===== config.mk =====
export PLATFORM = sky130hd
export DESIGN_NAME = timed_dosing_valve_sequencer_top
export DESIGN_NICKNAME = d
export VERILOG_FILES = /design/src/design/tdvs_pkg.sv /design/src/design/tdvs_front.sv /design/src/design/tdvs_div.sv /design/src/design/tdvs_back.sv /design/src/design/timed_dosing_valve_sequencer_top.sv
export SDC_FILE = /design/constraint.sdc
export NUM_CORES = 2
export LEC_CHECK = 0
export BUFFER_PORTS_ARGS = -buffer_cell sky130_fd_sc_hd__buf_2
export CAP_MARGIN = 20
export CORE_UTILIZATION = 51
export CTS_BUF_LIST = sky130_fd_sc_hd__clkbuf_8
export CTS_CLUSTER_DIAMETER = 120
export CTS_CLUSTER_SIZE = 40
export DETAILED_ROUTE_END_ITERATION = 6
export GPL_TIMING_DRIVEN = 0
export PLACE_DENSITY = 0.7
export SLEW_MARGIN = 20
export SYNTH_ARGS = -nofsm -noshare
export SYNTH_HDL_FRONTEND = slang
export SYNTH_SLANG_ARGS = --single-unit

===== constraint.sdc =====
create_clock -name clk_i -period 19.9 [get_ports clk_i]
set_input_delay 3.98 -clock clk_i [delete_from_list [all_inputs] [get_ports clk_i]]
set_output_delay 3.98 -clock clk_i [all_outputs]
set_load 0.01 [all_outputs]

===== src/design/tdvs_pkg.sv =====
// shared types and constants for the timed dosing valve sequencer
package tdvs_pkg;

  typedef enum logic [3:0] {
    PH_IDLE  = 4'b0001,
    PH_START = 4'b0010,
    PH_RUN   = 4'b0100,
    PH_END   = 4'b1000
  } phase_e;

  localparam logic [1:0] CAUSE_NONE    = 2'd0;
  localparam logic [1:0] CAUSE_COMMAND = 2'd1;
  localparam logic [1:0] CAUSE_PH      = 2'd2;
  localparam logic [1:0] CAUSE_EC      = 2'd3;

  localparam logic [2:0] REG_VOLUME = 3'd0;
  localparam logic [2:0] REG_FLOW   = 3'd1;
  localparam logic [2:0] REG_RATIO  = 3'd2;
  localparam logic [2:0] REG_PH_SEC = 3'd3;
  localparam logic [2:0] REG_LIMIT  = 3'd4;

  localparam int TDATA_IN_W  = 8;
  localparam int TDATA_OUT_W = 80;

  // item classified by the front end
  typedef struct packed {
    logic ec_req;
    logic ph_req;
    logic mix;
    logic lock_wr;
    logic lock_val;
    logic estop;
  } item_t;

endpackage


===== src/design/tdvs_front.sv =====
// input side: captures items into a two-entry queue
module tdvs_front import tdvs_pkg::*; (
  input  logic                  clk_i,
  input  logic                  rst_ni,
  input  logic                  s_tvalid_i,
  output logic                  s_tready_o,
  input  logic [TDATA_IN_W-1:0] s_tdata_i,
  output logic                  q_valid_o,
  output item_t                 q_item_o,
  input  logic                  q_pop_i
);
  item_t       mem_q [2];
  logic        wp_q, rp_q;
  logic [1:0]  cnt_q;
  logic        push;

  assign s_tready_o = (cnt_q != 2'd2);
  assign push       = s_tvalid_i && s_tready_o;
  assign q_valid_o  = (cnt_q != 2'd0);
  assign q_item_o   = mem_q[rp_q];

  always_ff @(posedge clk_i) begin
    if (push) begin
      mem_q[wp_q] <= '{ec_req: s_tdata_i[0], ph_req: s_tdata_i[1], mix: s_tdata_i[2],
                       lock_wr: s_tdata_i[3], lock_val: s_tdata_i[4],
                       estop: ~s_tdata_i[5]};
    end
  end

  always_ff @(posedge clk_i or negedge rst_ni) begin
    if (!rst_ni) begin
      wp_q  <= 1'b0;
      rp_q  <= 1'b0;
      cnt_q <= 2'd0;
    end else begin
      if (push) wp_q <= ~wp_q;
      if (q_pop_i) rp_q <= ~rp_q;
      cnt_q <= cnt_q + {1'b0, push} - {1'b0, q_pop_i};
    end
  end

  a_no_pop_empty: assert property (@(posedge clk_i) disable iff (!rst_ni)
    q_pop_i |-> q_valid_o) else $error("pop from empty queue");
  a_cnt_range: assert property (@(posedge clk_i) disable iff (!rst_ni)
    cnt_q != 2'd3) else $error("queue count overflow");
  a_full_block: assert property (@(posedge clk_i) disable iff (!rst_ni)
    (cnt_q == 2'd2) |-> !s_tready_o) else $error("accept while full");
endmodule


===== src/design/tdvs_div.sv =====
// restoring divider, one quotient bit a cycle
module tdvs_div #(
  parameter int NW = 40,
  parameter int DW = 23
) (
  input  logic          clk_i,
  input  logic          rst_ni,
  input  logic          start_i,
  input  logic [NW-1:0] num_i,
  input  logic [DW-1:0] den_i,
  output logic          done_o,
  output logic [NW-1:0] quo_o
);
  localparam int CW = $clog2(NW + 1);
  logic [NW-1:0] quo_q;
  logic [DW-1:0] rem_q;
  logic [DW-1:0] den_q;
  logic [CW-1:0] cnt_q;
  logic          busy_q;
  logic          done_q;
  logic [DW:0]   trial;

  assign trial  = {rem_q, quo_q[NW-1]};
  assign quo_o  = quo_q;
  // pulses the cycle after the last quotient bit has been shifted in
  assign done_o = done_q;

  always_ff @(posedge clk_i) begin
    if (start_i) begin
      quo_q <= num_i;
      rem_q <= '0;
      den_q <= den_i;
    end else if (busy_q) begin
      if (trial >= {1'b0, den_q}) begin
        rem_q <= DW'(trial - {1'b0, den_q});
        quo_q <= {quo_q[NW-2:0], 1'b1};
      end else begin
        rem_q <= trial[DW-1:0];
        quo_q <= {quo_q[NW-2:0], 1'b0};
      end
    end
  end

  always_ff @(posedge clk_i or negedge rst_ni) begin
    if (!rst_ni) begin
      busy_q <= 1'b0;
      done_q <= 1'b0;
      cnt_q  <= '0;
    end else begin
      done_q <= busy_q && !start_i && (cnt_q == CW'(1));
      if (start_i) begin
        busy_q <= 1'b1;
        cnt_q  <= CW'(NW);
      end else if (busy_q) begin
        cnt_q <= cnt_q - CW'(1);
        if (cnt_q == CW'(1)) busy_q <= 1'b0;
      end
    end
  end
endmodule


===== src/design/tdvs_back.sv =====
// execution side: time computation, safety checks and the three sequencers
module tdvs_back import tdvs_pkg::*; #(
  parameter int TIMER_BITS = 32
) (
  input  logic                   clk_i,
  input  logic                   rst_ni,
  input  logic                   cfg_we_i,
  input  logic [2:0]             cfg_idx_i,
  input  logic [31:0]            cfg_data_i,
  input  logic                   q_valid_i,
  input  item_t                  q_item_i,
  output logic                   q_pop_o,
  output logic                   m_tvalid_o,
  input  logic                   m_tready_i,
  output logic [TDATA_OUT_W-1:0] m_tdata_o
);
  typedef enum logic [4:0] {
    ST_IDLE = 5'b00001,
    ST_DA   = 5'b00010,
    ST_WA   = 5'b00100,
    ST_WB   = 5'b01000,
    ST_STEP = 5'b10000
  } ctl_e;

  localparam logic [TIMER_BITS-1:0] TMAX = '1;
  localparam int NW = 40;
  localparam int DW = 23;
  // compare width, wide enough for both the timers and the 32-bit limits
  localparam int LW = (TIMER_BITS > 32) ? TIMER_BITS : 32;

  logic [15:0] vol_q, flow_q, phs_q;
  logic [6:0]  ratio_q;
  logic [31:0] limit_q;

  logic ec_pend_q, ph_pend_q, locked_q, ec_seen_q, ph_seen_q, stale_q;
  logic va_q, vb_q, vp_q;
  logic [1:0] cause_q;
  phase_e pa_q, pb_q, pp_q;
  logic [TIMER_BITS-1:0] ea_q, eb_q, ep_q;
  logic [31:0] ta_q, tb_q;
  ctl_e st_q;
  item_t it_q;
  logic out_v_q;
  logic [TDATA_OUT_W-1:0] out_q;

  logic [6:0]  ratio_c, rat_new;
  logic [6:0]  share;
  logic [31:0] prod_q;
  logic [NW-1:0] num;
  logic [DW-1:0] den;
  logic div_start, div_done;
  logic [NW-1:0] quo;
  logic [31:0] quo_sat;

  assign ratio_c = (ratio_q > 7'd100) ? 7'd100 : ratio_q;
  assign rat_new = (cfg_data_i[6:0] > 7'd100) ? 7'd100 : cfg_data_i[6:0];
  assign share   = (st_q == ST_IDLE || st_q == ST_DA) ? ratio_c : 7'd100 - ratio_c;
  assign num     = NW'(prod_q) * NW'(60000);
  assign den     = DW'(flow_q) * DW'(100);
  assign quo_sat = (quo[NW-1:32] != '0) ? 32'hFFFF_FFFF : quo[31:0];
  assign div_start = (st_q == ST_DA) || (st_q == ST_WA && div_done);

  tdvs_div #(.NW(NW), .DW(DW)) u_div (
    .clk_i, .rst_ni, .start_i(div_start), .num_i(num), .den_i(den),
    .done_o(div_done), .quo_o(quo)
  );

  // share * volume is registered before the divider takes it
  always_ff @(posedge clk_i) begin
    prod_q <= 32'(share) * 32'(vol_q);
  end

  // one tick's worth of combinational update, starting from registered state
  logic n_ecp, n_php, n_lk, n_ecs, n_phs, n_va, n_vb, n_vp;
  logic [1:0] n_cause;
  phase_e n_pa, n_pb, n_pp;
  logic [TIMER_BITS-1:0] n_ea, n_eb, n_ep;
  logic [LW-1:0] lim_a, lim_b, lim_p, slim;

  assign lim_a = LW'(ta_q);
  assign lim_b = LW'(tb_q);
  assign lim_p = LW'(phs_q) * LW'(1000);
  assign slim  = LW'(limit_q);

  always_comb begin
    n_ecp = ec_pend_q | it_q.ec_req;
    n_php = ph_pend_q | it_q.ph_req;
    n_lk = locked_q; n_cause = cause_q;
    n_ecs = ec_seen_q; n_phs = ph_seen_q;
    n_va = va_q; n_vb = vb_q; n_vp = vp_q;
    n_pa = pa_q; n_pb = pb_q; n_pp = pp_q;
    n_ea = ea_q; n_eb = eb_q; n_ep = ep_q;
    if (it_q.lock_wr) begin
      n_lk = it_q.lock_val;
      n_cause = CAUSE_COMMAND;
    end
    if (va_q && ea_q != TMAX) n_ea = ea_q + 1'b1;
    if (vb_q && eb_q != TMAX) n_eb = eb_q + 1'b1;
    if (vp_q && ep_q != TMAX) n_ep = ep_q + 1'b1;
    if ((va_q && LW'(n_ea) >= slim) || (vb_q && LW'(n_eb) >= slim)) begin
      n_ecs = 1'b1; n_lk = 1'b1; n_cause = CAUSE_EC; n_ecp = 1'b0;
    end
    if (vp_q && LW'(n_ep) >= slim) begin
      n_phs = 1'b1; n_lk = 1'b1; n_cause = CAUSE_PH; n_php = 1'b0;
    end
    if (n_lk) begin
      n_pa = PH_END; n_pb = PH_END; n_pp = PH_END;
    end
    if (ratio_c != 7'd0) begin
      case (n_pa)
        PH_IDLE:  if (n_ecp && !n_lk) n_pa = PH_START;
        PH_START: begin n_va = 1'b1; n_ea = '0; n_pa = PH_RUN; end
        PH_RUN:   if (LW'(n_ea) > lim_a) begin n_ea = '0; n_pa = PH_END; end
        default:  begin n_va = 1'b0; n_ecp = 1'b0; n_pa = PH_IDLE; end
      endcase
      case (n_pb)
        PH_IDLE:  if (n_ecp && !n_lk) n_pb = PH_START;
        PH_START: begin n_vb = 1'b1; n_eb = '0; n_pb = PH_RUN; end
        PH_RUN:   if (LW'(n_eb) > lim_b) begin n_eb = '0; n_pb = PH_END; end
        default:  begin n_vb = 1'b0; n_ecp = 1'b0; n_pb = PH_IDLE; end
      endcase
    end
    if (phs_q != 16'd0) begin
      case (n_pp)
        PH_IDLE:  if (n_php && !n_lk) n_pp = PH_START;
        PH_START: begin n_vp = 1'b1; n_ep = '0; n_pp = PH_RUN; end
        PH_RUN:   if (LW'(n_ep) >= lim_p) begin n_ep = '0; n_pp = PH_END; end
        default:  begin n_vp = 1'b0; n_php = 1'b0; n_pp = PH_IDLE; end
      endcase
    end
  end

  assign q_pop_o    = (st_q == ST_IDLE) && q_valid_i && !out_v_q;
  assign m_tvalid_o = out_v_q;
  assign m_tdata_o  = out_q;

  always_ff @(posedge clk_i) begin
    if (q_pop_o) it_q <= q_item_i;
    if (st_q == ST_STEP) begin
      out_q <= {6'd0, tb_q, ta_q, it_q.estop, n_phs, n_ecs, n_cause, n_lk,
                it_q.mix, n_vp, n_vb, n_va};
    end
  end

  always_ff @(posedge clk_i or negedge rst_ni) begin
    if (!rst_ni) begin
      vol_q <= '0; flow_q <= '0; ratio_q <= '0; phs_q <= '0; limit_q <= 32'd120000;
      ec_pend_q <= 1'b0; ph_pend_q <= 1'b0; locked_q <= 1'b0; cause_q <= CAUSE_NONE;
      ec_seen_q <= 1'b0; ph_seen_q <= 1'b0; stale_q <= 1'b1;
      va_q <= 1'b0; vb_q <= 1'b0; vp_q <= 1'b0;
      pa_q <= PH_IDLE; pb_q <= PH_IDLE; pp_q <= PH_IDLE;
      ea_q <= '0; eb_q <= '0; ep_q <= '0; ta_q <= '0; tb_q <= '0;
      st_q <= ST_IDLE; out_v_q <= 1'b0;
    end else begin
      if (cfg_we_i) begin
        case (cfg_idx_i)
          REG_VOLUME: vol_q <= cfg_data_i[15:0];
          REG_FLOW:   flow_q <= cfg_data_i[15:0];
          REG_RATIO: begin
            if (rat_new != ratio_c) stale_q <= 1'b1;
            ratio_q <= cfg_data_i[6:0];
          end
          REG_PH_SEC: phs_q <= cfg_data_i[15:0];
          REG_LIMIT:  limit_q <= cfg_data_i;
          default: ;
        endcase
      end
      if (out_v_q && m_tready_i) out_v_q <= 1'b0;
      case (st_q)
        ST_IDLE: if (q_pop_o) st_q <= (flow_q != 16'd0 && stale_q) ? ST_DA : ST_STEP;
        ST_DA:   st_q <= ST_WA;
        ST_WA: if (div_done) begin
          ta_q <= quo_sat;
          st_q <= ST_WB;
        end
        ST_WB: if (div_done) begin
          tb_q <= quo_sat;
          stale_q <= 1'b0;
          st_q <= ST_STEP;
        end
        ST_STEP: begin
          ec_pend_q <= n_ecp; ph_pend_q <= n_php; locked_q <= n_lk; cause_q <= n_cause;
          ec_seen_q <= n_ecs; ph_seen_q <= n_phs;
          va_q <= n_va; vb_q <= n_vb; vp_q <= n_vp;
          pa_q <= n_pa; pb_q <= n_pb; pp_q <= n_pp;
          ea_q <= n_ea; eb_q <= n_eb; ep_q <= n_ep;
          out_v_q <= 1'b1;
          st_q <= ST_IDLE;
        end
        default: st_q <= ST_IDLE;
      endcase
    end
  end

  a_pop_idle: assert property (@(posedge clk_i) disable iff (!rst_ni)
    q_pop_o |=> (st_q == ST_DA || st_q == ST_STEP)) else $error("bad pop");
  a_lock_ends: assert property (@(posedge clk_i) disable iff (!rst_ni)
    (st_q == ST_STEP && n_lk) |=> (pa_q != PH_START && pp_q != PH_START))
    else $error("sequencer started under lockout");
  a_out_once: assert property (@(posedge clk_i) disable iff (!rst_ni)
    (st_q == ST_STEP) |-> !out_v_q) else $error("result overwritten before transfer");
endmodule


===== src/design/timed_dosing_valve_sequencer_top.sv =====
// top level of the timed dosing valve sequencer
// path: an input transfer is queued in the front end, popped in ST_IDLE and
// registered out of ST_STEP; ST_DA, ST_WA and ST_WB come between when both
// dose times are recomputed on the shared serial divider; the next item is
// popped only in ST_IDLE once the last result has been transferred
// reset: asynchronous active low, all sequencers idle, safety limit 120000 ms
module timed_dosing_valve_sequencer_top import tdvs_pkg::*; #(
  parameter int TIMER_BITS = 32
) (
  input  logic                   clk_i,
  input  logic                   rst_ni,
  input  logic                   s_axis_tvalid,
  output logic                   s_axis_tready,
  // ec_dose_request, ph_dose_request, mixture_run, lockout_write,
  // lockout_value, estop_pin_level, zero fill
  input  logic [TDATA_IN_W-1:0]  s_axis_tdata,
  output logic                   m_axis_tvalid,
  input  logic                   m_axis_tready,
  // valve_a_open, valve_b_open, valve_ph_open, valve_mix_open, lockout_active,
  // lockout_reason[2], ec_timeout_flag, ph_timeout_flag, estop_active,
  // time_a_ms[32], time_b_ms[32], zero fill[6]
  output logic [TDATA_OUT_W-1:0] m_axis_tdata,
  input  logic                   cfg_we_i,
  input  logic [2:0]             cfg_idx_i,
  input  logic [31:0]            cfg_data_i
);
  logic  q_valid, q_pop;
  item_t q_item;

  tdvs_front u_front (
    .clk_i, .rst_ni, .s_tvalid_i(s_axis_tvalid), .s_tready_o(s_axis_tready),
    .s_tdata_i(s_axis_tdata), .q_valid_o(q_valid), .q_item_o(q_item), .q_pop_i(q_pop)
  );

  tdvs_back #(.TIMER_BITS(TIMER_BITS)) u_back (
    .clk_i, .rst_ni, .cfg_we_i, .cfg_idx_i, .cfg_data_i,
    .q_valid_i(q_valid), .q_item_i(q_item), .q_pop_o(q_pop),
    .m_tvalid_o(m_axis_tvalid), .m_tready_i(m_axis_tready), .m_tdata_o(m_axis_tdata)
  );
endmodule


=== Word level (Yosys, flattened, before mapping) ===
Memories as Yosys holds them, arrays and structs flattened. A register that Yosys moved wholly into a read port is not among the register bits.
Index checks and enable logic that the tools add are counted.

* Word-level logic and storage cells: 212
* RAM bits: 12
* Bits in latches: 0
* Output and inout port bits: 82
* Memories: 1
* Input bits: 48
* Memory bits (read-only): 0
* Flip-flop bits (word level): 469

* Muxes and demuxes: 76
* Equality and inequality tests: 27
* Shift operators: 0
* $add $sub $neg: 8
* $lt $le $gt $ge: 9
* $mul: 4
* Reductions and logical operators: 45
* Divide/modulo/power cells: 0
* Bitwise logic cells: 5

{| class="wikitable"
|+ Memory list
! name !! words !! width !! read ports !! clocked after Yosys merged registers in !! wr ports !! line !! RTL
|-
| u_front.mem_q || 2 || 6 || 1 || 1 || 1 || tdvs_front.sv:12 || <nowiki>item_t mem_q [2];</nowiki>
|}

{| class="wikitable"
|+ Operators with widths
! cell !! count
|-
| two-way mux 32 bit || 10
|-
| case mux 32 bit (2 select lines) || 3
|-
| adder 32 x 1 -> 32 bit (second input constant) || 3
|-
| >= comparator 32 bit || 3
|-
| != test 32 bit (second input constant) || 3
|-
| two-way mux 40 bit || 2
|-
| greater-than comparator 32 bit || 2
|-
| two-way mux 4 bit || 12
|-
| case mux 4 bit (3 select lines) || 3
|-
| multiplier 23 x 11 -> 34 bit (second input constant) || 1
|-
| >= comparator 32 x 26 -> 1 bit || 1
|-
| nonzero test 16 bit || 2
|-
| two-way mux 1 bit || 29
|-
| >= comparator 24 x 23 -> 1 bit || 1
|-
| multiplier 16 x 7 -> 23 bit (second input constant) || 1
|-
| multiplier 7 x 16 -> 23 bit || 1
|-
| two-way mux 23 bit || 1
|-
| subtractor 23 bit || 1
|-
| multiplier 16 x 5 -> 21 bit (second input constant) || 1
|-
| two-way mux 7 bit || 3
|-
| two-way mux 5 bit || 4
|-
| case mux 5 bit (4 select lines) || 1
|-
| logical AND 1 bit || 17
|-
| greater-than comparator 7 bit (second input constant) || 2
|-
| 33 further kinds || 67
|}

=== Depth between registers and ports, before layout ===
* Word-level depth: 17
* Gate-level depth with buffers: 31
* Mapped depth without buffers: 28

=== Modules after synthesis ===
Synthesis repeated with hierarchy kept, for this count alone.

* Cell total of the unflattened synthesis: 3927
* Area, all modules: 38700.9 um^2

{| class="wikitable"
|+ By module, submodules not included
! module !! times used !! area an instance (um^2) !! sequential area each (um^2) !! cells each
|-
| tdvs_back || 1 || 33046.7 || 9784.4 || 3464
|-
| tdvs_div || 1 || 5022.3 || 2552.4 || 426
|-
| tdvs_front || 1 || 631.9 || 460.4 || 37
|}

=== Worst setup path before layout ===
OpenSTA, ideal clock, no wires.

* Path kind: reg2reg
* Start: reg u_back.ratio_q[2]
* End: reg u_back.prod_q[22]
* Library setup time: 0.120 ns
* Clock period less this slack: 7.058 ns
* Data arrival time: 6.938 ns
* Data required time: 19.780 ns
* Path slack: 12.842 ns
* Cell stages (with the launch flop): 28
* Path buffers: 3
* Path through: dfrtp_1 -> clkbuf_1 -> o21ai_0 -> nand2_1 -> and3_1 -> clkbuf_1 -> nor2_1 -> inv_1 -> ha_1 -> or3b_2 -> a31oi_1 -> clkbuf_1 -> nand2_1 -> fa_1 -> fa_1 -> fa_1 -> inv_1 -> fa_1 -> ha_1 -> o21a_1 -> a21oi_1 -> o21ai_0 -> a211o_1 -> a21o_1 -> a21bo_2 -> a311oi_1 -> a21oi_1 -> xnor2_1

* Longest elaborated chain between the ends: 5

{| class="wikitable"
|+ RTL lines
! item !! line !! RTL
|-
| start, declared || tdvs_back.sv:32 || <nowiki>logic [6:0] ratio_q;</nowiki>
|-
| start signal, assigned || tdvs_back.sv:161 || <nowiki>ratio_q <= cfg_data_i[6:0];</nowiki>
|-
| greater-than comparator 7 bit || tdvs_back.sv:55 || <nowiki>assign ratio_c = (ratio_q > 7'd100) ? 7'd100 : ratio_q;</nowiki>
|-
| two-way mux 7 bit * || tdvs_back.sv:55 ||
|-
| subtractor 7 bit || tdvs_back.sv:57 || <nowiki>assign share = (st_q == ST_IDLE || st_q == ST_DA) ? ratio_c : 7'd100 - ratio_c;</nowiki>
|-
| two-way mux 7 bit * || tdvs_back.sv:57 ||
|-
| multiplier 7 x 16 -> 23 bit * || tdvs_back.sv:70 || <nowiki>prod_q <= 32'(share) * 32'(vol_q);</nowiki>
|-
| end signal, assigned || tdvs_back.sv:70 ||
|-
| end, declared || tdvs_back.sv:48 || <nowiki>logic [31:0] prod_q;</nowiki>
|}

Every way passes the cells marked *; elsewhere a longest branch is shown, timed or not.
A chain may end at the register's enable or synchronous reset.

=== Worst setup path after layout ===
Same ends and word-level chain as after synthesis.

==> qor.yml <==
global_routing:
  grt_max_degree: 96
  overflow: 0
  first_global_vias: 28700
  track_usage_pct: 26.4
  grt_first_pass_wirelength_mm: 159
  antenna_found_initial: 3
logic_synthesis:
  synth_area_leader_cell: "dfrtp_1"
  ys.flop_type: "dfrtp_1"
  ys_async_sr_fraction_pct: 59.1
  synth_top_area_share_pct: 18.0
  synth.area.top_cells: "dfrtp_1 (18%), ha_1 (15%), fa_1 (12%)"
  synth_cells: 3969
  seq_area_frac_synth_pct: 33.1
  ys_warn_count: 0
  ys_ff_latch: 487
  synth_cell_types: 85
  synthesis.area_sq_um: 38400
  synth_edf_count: 148
  syn_area_per_cell_sq_um: 9.67
cells_and_area:
  nNetsFinal: 4868
  layout-drive-gt1-share_pct: 6.67
  syn2layout_area_growth_pct: 6.69
  nFillCells: 6714
  final_area_sq_um: 40900
worst_hold_path:
  hold_path.class: "flop to flop"
  hold_path.startpoint: "u_back.it_q[3]"
  hold_path_end: "u_back.m_tdata_o[3]"
  hold_depth: 0
flow_run:
  maxCapViolCount: 0
sta:
  worstMarginPinSlew_ns: 1.01
  setup_ws_ns: 11.44
  finClkSkew_ns: 0.0898
  max_clock_freq_mhz: 118
  hold_viol_final: 0
  rsz0062_at_grt: "false"
  setup_tns_ns: 0
  fin_crit_sh_pct: 42.5
  fin_crit_ns: 8.46
  finalSetupViolCount: 0
  hold-worst-slack_ns: 0.452
  finalMaxSlewViolations: 0
  relSlewSlack_pct: 30.6
critical_path:
  r2r-start: "u_back.ratio_q[2]"
  path_class: "flop to flop"
  worst_r2r_endpoint: "u_back.prod_q[22]"
  crit_fanout: 10
  critPathRequiredTime_ns: 20.49
  worst_ep_arrival_time_ns: 9.05
  cp-start-kind: "flop"
  reg2reg_depth: 27
  ff2ff_setup_slack_ns: 11.44
  crit_start: "u_back.ratio_q[2]"
  critPathCaptureType: "flop"
routing:
  final_antenna_net_count: 0
  vias: 29600
  dr.pass1.iters: 5
  via_per_inst: 5.80
  drc: 0
  wirelength_mm: 101
  post_drt_wl_per_cell_um: 19.8
  first_iter_violations: 2271
floorplan:
  die_area_sq_um: 76300
  fp.coreArea_sq_um: 74400
  start_util_pct: 51.5
  rows: 100
  ios: 130
  die_h_um: 276
  die_w_um: 276
place:
  post-dp-hpwl_mm: 80.6
  place_congestion: 0.959
  place_area_sq_um: 40400
  dp_slack_ns: 11.68
  port_buffers: 118
clock_tree:
  cts_made_buffers: 20
  clock_path_buffers: 3
  clock_latency_ns: 0.74
  cts.clk_slew.worst_paths_ns: 0.22
  cts_sinks: 487
  cts_resized: 0
  htree_levels: 1
  tritoncts: "built"
  postCtsSetupRepairBufs: 0
  postCtsHoldBufs: 0
  root_buffer: "clkbuf_8"
outcome:
  status: "finished, final reports clean"
==> cells by family (layout without fill, tap and decap cells) <==
kind of cell | after synthesis | count (layout) | share of synthesized area, %
DFF | 487 | 487 | 33.1
buffers and inverters | 596 | 761 | 5.96
muxes | 65 | 65 | 1.84
other | 1 | 8 | 0.00977
and+or+nand+nor | 1127 | 1127 | 14.1
xor gates and xnor gates | 202 | 202 | 4.61
adders and majority gates | 695 | 695 | 27.2
AOI/OAI and AO/OA | 796 | 796 | 13.2
==> cell usage in the layout (no fill, tap or decap), drive strengths merged, types with 49 or more instances in the layout <==
master and n:
a21o 52, a21oi 184, a22o 49, and2 51, and3 49, buf 149, clkbuf 128, dfrtp 276
dfxtp 51, edfxtp 148, fa 231, ha 464, inv 477, nand2 374, nand3 131, nand4 58
nor2 239, nor3 63, o21ai 252, xnor2 119, xor2 83
==> routing by layer <==
layer / vias to the layer above / GRT usage [%] / share of wire, %
li1: 14100 / - / -
met4: 0 / 11.3 / 4.5
met1: 14600 / 35.3 / 43
met5: - / 0 / 0
met2: 807 / 44.0 / 47
met3: 171 / 2.54 / 5.2
==> synth_stat cells (all sizes together) (58+ instances only) <==
library cell	count
inv	466
ha	464
nand2	374
dfrtp	276
o21ai	252
nor2	239
fa	231
a21oi	184
edfxtp	148
nand3	131
xnor2	119
clkbuf	107
xor2	83
nor3	63
nand4	58
==> registers in the layout, indices dropped and copies added (netlist names), 12 cells and up <==
name and flops:
u_back.lim_b 32, u_back.flow_q 16, u_back.limit_q 32, u_front.mem_q 12, u_back.eb_q 32, u_back.u_div.den_q 21
u_back.m_tdata_o 74, u_back.ea_q 32, u_back.lim_a 32, u_back.phs_q 16, u_back.u_div.quo_o 40, u_back.vol_q 16
u_back.u_div.rem_q 23, u_back.ep_q 32, u_back.prod_q 23
==> cell type report <==
cell class | count | area [sq um] | area share [%]
diodes | 2 | 5.00 | 0.0122
plain buffers | 128 | 532 | 1.30
clock buffers | 20 | 275 | 0.672
clock inverters | 16 | 245 | 0.599
inverters | 468 | 1760 | 4.29
multi-input cells | 2891 | 23400 | 57.3
flip-flops and latches | 487 | 12700 | 31.0
well taps | 969 | 1210 | 2.96
repair buffers | 129 | 776 | 1.89
==> worst max-delay path by stage <==
stage / endpoint / slack [ns] / depth (start not counted)
detailed placement: u_back.prod_q[22] / 11.68 / 27
CTS: u_back.prod_q[22] / 11.51 / 27
floorplan: u_back.prod_q[22] / 12.84 / 27
global route: u_back.prod_q[22] / 10.89 / 27
global placement: u_back.flow_q[6] / 9.11 / 1
finish: u_back.prod_q[22] / 11.44 / 27
==> stage by stage <==
| step | instances | utilization, % |
|---|---|---|
| 3_5_place_dp | 5071 | 54.3 |
| 3_3_place_gp | 5061 | 54.0 |
| 5_1_grt | 5109 | 55.0 |
| 2_1_floorplan | 3974 | - |
| 6_report | 5110 | 55.0 |
| 4_1_cts | 5107 | 55.0 |
==> worst max-delay path, cell delays in order, from the launching register on <==
cell and delay, ns:
dfrtp_1 0.42, clkbuf_1 0.22, o21ai_0 0.25, nand2_1 0.16, and3_1 0.21, clkbuf_1 0.16
nor2_1 0.54, inv_1 0.10, ha_1 0.26, or3b_2 0.47, a31oi_1 0.46, clkbuf_1 0.46
nand2_1 0.15, fa_1 0.53, fa_1 0.52, fa_1 0.54, inv_1 0.06, fa_1 0.47
ha_1 0.35, o21a_1 0.13, a21oi_1 0.20, o21ai_0 0.17, a211o_1 0.32, a21o_1 0.21
a21bo_2 0.20, a311oi_1 0.38, a21oi_1 0.13, xnor2_1 0.21
Power is not shown: default switching activity piles up to over one toggle a cycle in this logic, so the estimate is an artifact.
